`config.mk`:
```
export PLATFORM = sky130hd
export DESIGN_NAME = text_console_cursor_writer_top
export DESIGN_NICKNAME = d
export VERILOG_FILES = /design/src/design/tccw_pkg.sv /design/src/design/tccw_cursor_unit.sv /design/src/design/tccw_seq.sv /design/src/design/text_console_cursor_writer_top.sv
export SDC_FILE = /design/constraint.sdc
export NUM_CORES = 1
export LEC_CHECK = 0
export ABC_AREA = 1
export BUFFER_PORTS_ARGS = -buffer_cell sky130_fd_sc_hd__buf_4
export CAP_MARGIN = 20
export CELL_PAD_IN_SITES_DETAIL_PLACEMENT = 0
export CELL_PAD_IN_SITES_GLOBAL_PLACEMENT = 1
export CORE_ASPECT_RATIO = 0.5
export CORE_MARGIN = 1.5
export CORE_UTILIZATION = 40
export DETAILED_ROUTE_END_ITERATION = 10
export PLACE_DENSITY = 0.77
export SETUP_SLACK_MARGIN = 0.15
export SYNTH_ARGS = -nofsm -noshare
export SYNTH_HDL_FRONTEND = slang
export SYNTH_SLANG_ARGS = --single-unit
```
`constraint.sdc`:
```
create_clock -name clk -period 2.4 [get_ports clk]
set_input_delay 0.36 -clock clk [delete_from_list [all_inputs] [get_ports clk]]
set_output_delay 0.36 -clock clk [all_outputs]
set_load 0.02 [all_outputs]
```
`src/design/tccw_pkg.sv`:
```
package tccw_pkg;

  localparam int COLUMNS  = 80;
  localparam int ROWS     = 25;
  localparam int TAB_STOP = 8;

  localparam int COL_W   = 7;
  localparam int ROW_W   = 5;
  localparam int IDX_W   = 11;
  localparam int CHAR_W  = 8;
  localparam int ATTR_W  = 8;
  localparam int WORD_W  = CHAR_W + ATTR_W;
  localparam int PHASE_W = $clog2(TAB_STOP);
  localparam int CNT_W   = $clog2(TAB_STOP + 1);
  localparam int FULL_W  = COL_W + ROW_W;

  localparam logic [ATTR_W-1:0] ATTR_RESET = 8'h02;

  localparam logic [CHAR_W-1:0] CODE_BS    = 8'h08;
  localparam logic [CHAR_W-1:0] CODE_TAB   = 8'h09;
  localparam logic [CHAR_W-1:0] CODE_LF    = 8'h0A;
  localparam logic [CHAR_W-1:0] CODE_CR    = 8'h0D;
  localparam logic [CHAR_W-1:0] CODE_SPACE = 8'h20;

  // The phase is the column modulo the tab stop, kept alongside the column.
  typedef struct packed {
    logic [COL_W-1:0]   col;
    logic [ROW_W-1:0]   row;
    logic [PHASE_W-1:0] phase;
  } cursor_t;

endpackage

```
`src/design/tccw_cursor_unit.sv`:
```
module tccw_cursor_unit
  import tccw_pkg::*;
(
  input  cursor_t          cur,
  output logic [IDX_W-1:0] index,
  output cursor_t          advanced,
  output cursor_t          retreated,
  output logic [ROW_W-1:0] row_down
);

  logic [FULL_W-1:0]  full_index;
  logic [ROW_W:0]     row_inc;
  logic [COL_W:0]     col_inc;
  logic [PHASE_W:0]   phase_inc;

  assign full_index = FULL_W'(cur.row) * FULL_W'(COLUMNS) + FULL_W'(cur.col);
  assign index      = full_index[IDX_W-1:0];

  assign row_inc   = {1'b0, cur.row} + 1'b1;
  assign row_down  = (row_inc >= (ROW_W + 1)'(ROWS)) ? ROW_W'(1) : row_inc[ROW_W-1:0];

  assign col_inc   = {1'b0, cur.col} + 1'b1;
  assign phase_inc = {1'b0, cur.phase} + 1'b1;

  always_comb begin
    if (col_inc >= (COL_W + 1)'(COLUMNS)) begin
      advanced.col   = '0;
      advanced.row   = row_down;
      advanced.phase = '0;
    end else begin
      advanced.col   = col_inc[COL_W-1:0];
      advanced.row   = cur.row;
      advanced.phase = (phase_inc == (PHASE_W + 1)'(TAB_STOP)) ? '0
                                                               : phase_inc[PHASE_W-1:0];
    end
  end

  always_comb begin
    retreated.col   = cur.col - 1'b1;
    retreated.row   = cur.row;
    retreated.phase = (cur.phase == '0) ? PHASE_W'(TAB_STOP - 1) : cur.phase - 1'b1;
  end

endmodule

```
`src/design/tccw_seq.sv`:
```
module tccw_seq
  import tccw_pkg::*;
(
  input  logic              clk,
  input  logic              rst,
  input  logic [ATTR_W-1:0] attr,
  input  logic              in_valid,
  output logic              in_ready,
  input  logic [CHAR_W-1:0] in_char,
  output logic              out_valid,
  input  logic              out_ready,
  output logic [IDX_W-1:0]  out_index,
  output logic [WORD_W-1:0] out_word,
  output logic              out_last
);

  localparam logic ST_IDLE = 1'b0;
  localparam logic ST_EMIT = 1'b1;

  logic              state;
  cursor_t           cur;
  logic [CHAR_W-1:0] ch;
  logic              adv;
  logic              tab;
  logic [CNT_W-1:0]  count;

  logic [IDX_W-1:0]  index;
  cursor_t           advanced;
  cursor_t           retreated;
  logic [ROW_W-1:0]  row_down;
  logic [CNT_W-1:0]  count_next;
  logic              load;
  logic              done;

  tccw_cursor_unit u_cursor (
    .cur       (cur),
    .index     (index),
    .advanced  (advanced),
    .retreated (retreated),
    .row_down  (row_down)
  );

  assign in_ready   = (state == ST_IDLE);
  assign load       = (state == ST_EMIT) && (!out_valid || out_ready);
  assign count_next = count + 1'b1;
  assign done       = !tab || (advanced.phase == '0) || (count_next == CNT_W'(TAB_STOP));

  always_ff @(posedge clk) begin
    if (rst) begin
      state     <= ST_IDLE;
      cur       <= '0;
      out_valid <= 1'b0;
      adv       <= 1'b0;
      tab       <= 1'b0;
      count     <= '0;
    end else begin
      if (out_ready && !load) begin
        out_valid <= 1'b0;
      end
      case (state)
        ST_IDLE: begin
          if (in_valid) begin
            count <= '0;
            case (in_char)
              CODE_LF: begin
                cur.col   <= '0;
                cur.row   <= row_down;
                cur.phase <= '0;
              end
              CODE_CR: begin
                cur.col   <= '0;
                cur.phase <= '0;
              end
              CODE_BS: begin
                if (cur.col != '0) begin
                  cur   <= retreated;
                  ch    <= CODE_SPACE;
                  adv   <= 1'b0;
                  tab   <= 1'b0;
                  state <= ST_EMIT;
                end
              end
              CODE_TAB: begin
                ch    <= CODE_SPACE;
                adv   <= 1'b1;
                tab   <= 1'b1;
                state <= ST_EMIT;
              end
              default: begin
                ch    <= in_char;
                adv   <= 1'b1;
                tab   <= 1'b0;
                state <= ST_EMIT;
              end
            endcase
          end
        end
        ST_EMIT: begin
          if (load) begin
            out_valid <= 1'b1;
            out_index <= index;
            out_word  <= {attr, ch};
            out_last  <= done;
            count     <= count_next;
            if (adv) begin
              cur <= advanced;
            end
            if (done) begin
              state <= ST_IDLE;
            end
          end
        end
        default: begin
          state <= ST_IDLE;
        end
      endcase
    end
  end

endmodule

```
`src/design/text_console_cursor_writer_top.sv`:
```
// Channel    Direction  Payload
// s_axis     in         tdata[7:0] char_code
// m_axis     out        tdata[10:0] cell_index, tdata[26:11] cell_word; tlast last_write
// cfg        in         cfg_wr_data[7:0] text_attribute
//
// A request is accepted in the idle state; the emit state then registers its cell writes
// in turn, one for a printable byte or a backspace that writes and up to eight for a tab.
// Line feed, carriage return and a backspace at column zero give no write and leave the
// sequencer idle. The sequencer drives one shared cursor unit, so the block takes no new
// request until the last write of the current one is registered.
// Reset clears the cursor and sets the attribute to 02h. A stalled output holds the
// write in its register and the sequencer waits.
module text_console_cursor_writer_top
  import tccw_pkg::*;
(
  input  logic        clk,
  input  logic        rst,
  input  logic        s_axis_tvalid,
  output logic        s_axis_tready,
  input  logic [7:0]  s_axis_tdata,   // [7:0] char_code
  output logic        m_axis_tvalid,
  input  logic        m_axis_tready,
  output logic [31:0] m_axis_tdata,   // [10:0] cell_index, [26:11] cell_word, rest zero
  output logic        m_axis_tlast,   // last_write
  input  logic        cfg_wr_en,
  input  logic [7:0]  cfg_wr_data     // [7:0] text_attribute
);

  logic [ATTR_W-1:0] attr;
  logic [IDX_W-1:0]  cell_index;
  logic [WORD_W-1:0] cell_word;

  always_ff @(posedge clk) begin
    if (rst) begin
      attr <= ATTR_RESET;
    end else if (cfg_wr_en) begin
      attr <= cfg_wr_data;
    end
  end

  tccw_seq u_seq (
    .clk       (clk),
    .rst       (rst),
    .attr      (attr),
    .in_valid  (s_axis_tvalid),
    .in_ready  (s_axis_tready),
    .in_char   (s_axis_tdata),
    .out_valid (m_axis_tvalid),
    .out_ready (m_axis_tready),
    .out_index (cell_index),
    .out_word  (cell_word),
    .out_last  (m_axis_tlast)
  );

  assign m_axis_tdata = {5'b0, cell_word, cell_index};

endmodule

```
==> metrics.txt <==
Slowest-stage cell, CP dfxtp_1; worst-path cell chain ha_1, ha_1, fa_1, xor2_1, nand3_1, xor2_1; Reg clk slew, reported paths 60 ps; Pwr Density 672.5 nW/µm²; area of the multi-input gates 1479 µm²; final WL around 6.8 mm; synth-to-layout area growth 21.40%; initial drt markers 102; die width ~130 µm; fin crit period 2104 ps; global-route wire length before repair 11.30 mm; Yosys reg bits 67; Synth Cell Area approximately 3400 µm²; Final WS setup 295.8 ps; Die Y between 60 and 70 µm; gr ovfl total 0; Skew-Pair Late Insertion Delay 330 ps; clock sinks 67; cells after synthesis 377; Inserted Diodes 0; Fin Clk Skew roughly 6.6 ps; crit end category register; Max-Cap Viols 0; fin cells around 550; met3 Usage GRT 0.06593; Vias/cell 4.703; Setup Buffers After CTS 0; Inst Count DP 529; initial core utilization 0.4200; leak pwr 0.001900 µW; core area 8144 µm²; setup TNS 0 ps; CP bufs+invs 0; Hold Violations, Final 0; Synth warnings 0; Crit Path Max Fanout 7; post-synth top area share 0.3160; Num CTS Buffers 9; Nets 470; type of the most critical hold path primary input to register; GRT Max-Usage Layer met2; DRT antenna net count 0; Post-synth EDFFs 36; CP Class register to register; top cell family by delay on the critical path adder cells; crit path DAT between 2000 and 2500 ps; drt drc 0; Max clock buf depth 2; Initial DRT Pass Iterations 5; number of cell rows 23; Slew HR 0.5064; Post-Place Worst Slack around 310 ps; RSZ-0062 raised after global routing no; Synth Area per Inst between 9 and 10 µm²; root buf cell clkbuf_16; vias in the first global route 2414; Worst-Margin Slew 739.5 ps; Worst Path Required approximately 2500 ps; hpwl dp 4.992 mm; delay of the slowest cell on the worst path 450 ps; Synth Flop Type edfxtp_1; Seq/Total Area, Yosys 0.4974; critical path launch point type register; Synth area leaders edfxtp_1, dfxtp_1, nand2_1, ha_1, nor2_1; DR vias between 2k and 3k; CTS tree yes; leading area contributor after synthesis edfxtp_1; final critical-path share of the clock period 0.8767; RePlAce Congestion 0.7816; CTS HTree Levels 3; Register Area 1702 µm²; largest net degree at the start of global routing 30; WL/cell about 13 µm; async set-reset flop share out of synthesis 0; Achievable Freq approximately 480 MHz; GR met1 Demand/Resource 0.1964; antenna violations before repair 0; die area 9149 µm²; Pins Over Slew Limit 0; met2 usage 0.2809; port buffer count 50; layout cells sized above 1 0.2148; post-synth cell types 37; Filler Cell Count about 750; Overall Global Routing Usage 0.1640; worst-case vdd ir drop 0.3286 mV; Top Ports 56; Final Setup Violations 0; status complete, no violations
## layer usage
metal  up-vias  routed length, µm
met5         -                  0
met4         0                 36
met3         2                431
met2        67               3170
met1      1158               3180
li1       1336                  -
## stage by stage
stage               total power (µW)  utilization  area [µm²]  hold slack (ps)
floorplan                       1538            -        3436            400.3
global placement                1623       0.4753        3871            404.9
detailed placement              1633       0.4753        3871            412.7
CTS                             2829       0.5093        4148            205.3
global route                    2935       0.5099        4153            196.6
finish                          2793       0.5099        4153            220.0
## power breakdown
part | leakage (µW) | switching, µW | internal (µW)
Combinational | 0.00119 | 191 | 118
Sequential | 0.000583 | 37.6 | 1260
Clock | 0.000122 | 483 | 700
Total | 0.00190 | 712 | 2080
## flip-flops by register name, indices dropped and copies added (netlist names)
register         cells
u_seq.out_index     11
u_seq.tab            1
u_seq.out_valid      1
attr                 8
u_seq.count          4
u_seq.ch             8
u_seq.out_word      16
u_seq.cur           15
u_seq.adv            1
u_seq.out_last       1
u_seq.state          1
## final cells by class
class	count	area share
Timing Repair Buffer	52	0.09400
Multi-Input combinational cell	254	0.3561
Clock inverter	7	0.01235
Inverter	44	0.03977
Tap cell	112	0.03375
Sequential cell	67	0.4098
Clock buffer	9	0.05423
## cell usage after synthesis (3+ instances only)
library cell	number
a21oi_1	24
a31oi_1	3
buf_4	6
clkbuf_1	8
dfxtp_1	31
edfxtp_1	36
ha_1	19
inv_1	38
inv_2	6
nand2_1	72
nand3_1	20
nand3_2	4
nand4_1	5
nor2_1	46
o21ai_0	14
xnor2_1	4
xor2_1	13
## cell families (layout without fill, tap and decap cells)
group                    after synthesis  after routing  share of synthesized area
AO/OA/AOI/OAI                         47             47                    0.07572
buffers and inverters                 60            112                    0.07681
other                                  1              5                   0.001096
adder cells (fa/ha/maj)               21             21                    0.08120
flip-flops                            67             67                     0.4974
AND/OR/NAND/NOR                      164            164                     0.2242
XOR/XNOR                              17             17                    0.04353
## cell usage in the layout, fill, tap and decap left out, types with 3 or more instances in the layout
| master | instances |
|---|---|
| inv_2 | 6 |
| dfxtp_1 | 31 |
| nand4_1 | 5 |
| nand2_1 | 72 |
| xor2_1 | 13 |
| clkbuf_16 | 9 |
| a31oi_1 | 3 |
| o21ai_0 | 14 |
| nand3_2 | 4 |
| nor2_1 | 45 |
| buf_4 | 52 |
| xnor2_1 | 4 |
| ha_1 | 19 |
| inv_1 | 38 |
| a21oi_1 | 24 |
| edfxtp_1 | 36 |
| conb_1 | 5 |
| nand3_1 | 20 |
| clkinvlp_4 | 4 |
## path summary, 6_finish.rpt
kind         cells past startpoint  slack, ps            start                  end
max reg2reg                      6        300     u_seq.cur[4]  u_seq.out_index[10]
min                              1        220  s_axis_tdata[6]          u_seq.ch[6]
max                              6        300     u_seq.cur[4]  u_seq.out_index[10]
min reg2reg                      0        420          attr[3]   u_seq.out_word[11]
## repair_timing
item                                    CTS  global route
endpoints found under the setup margin    0             1
resized for setup                         0             1
hold buffers                              0             0
(Power assumes the default switching activity.)
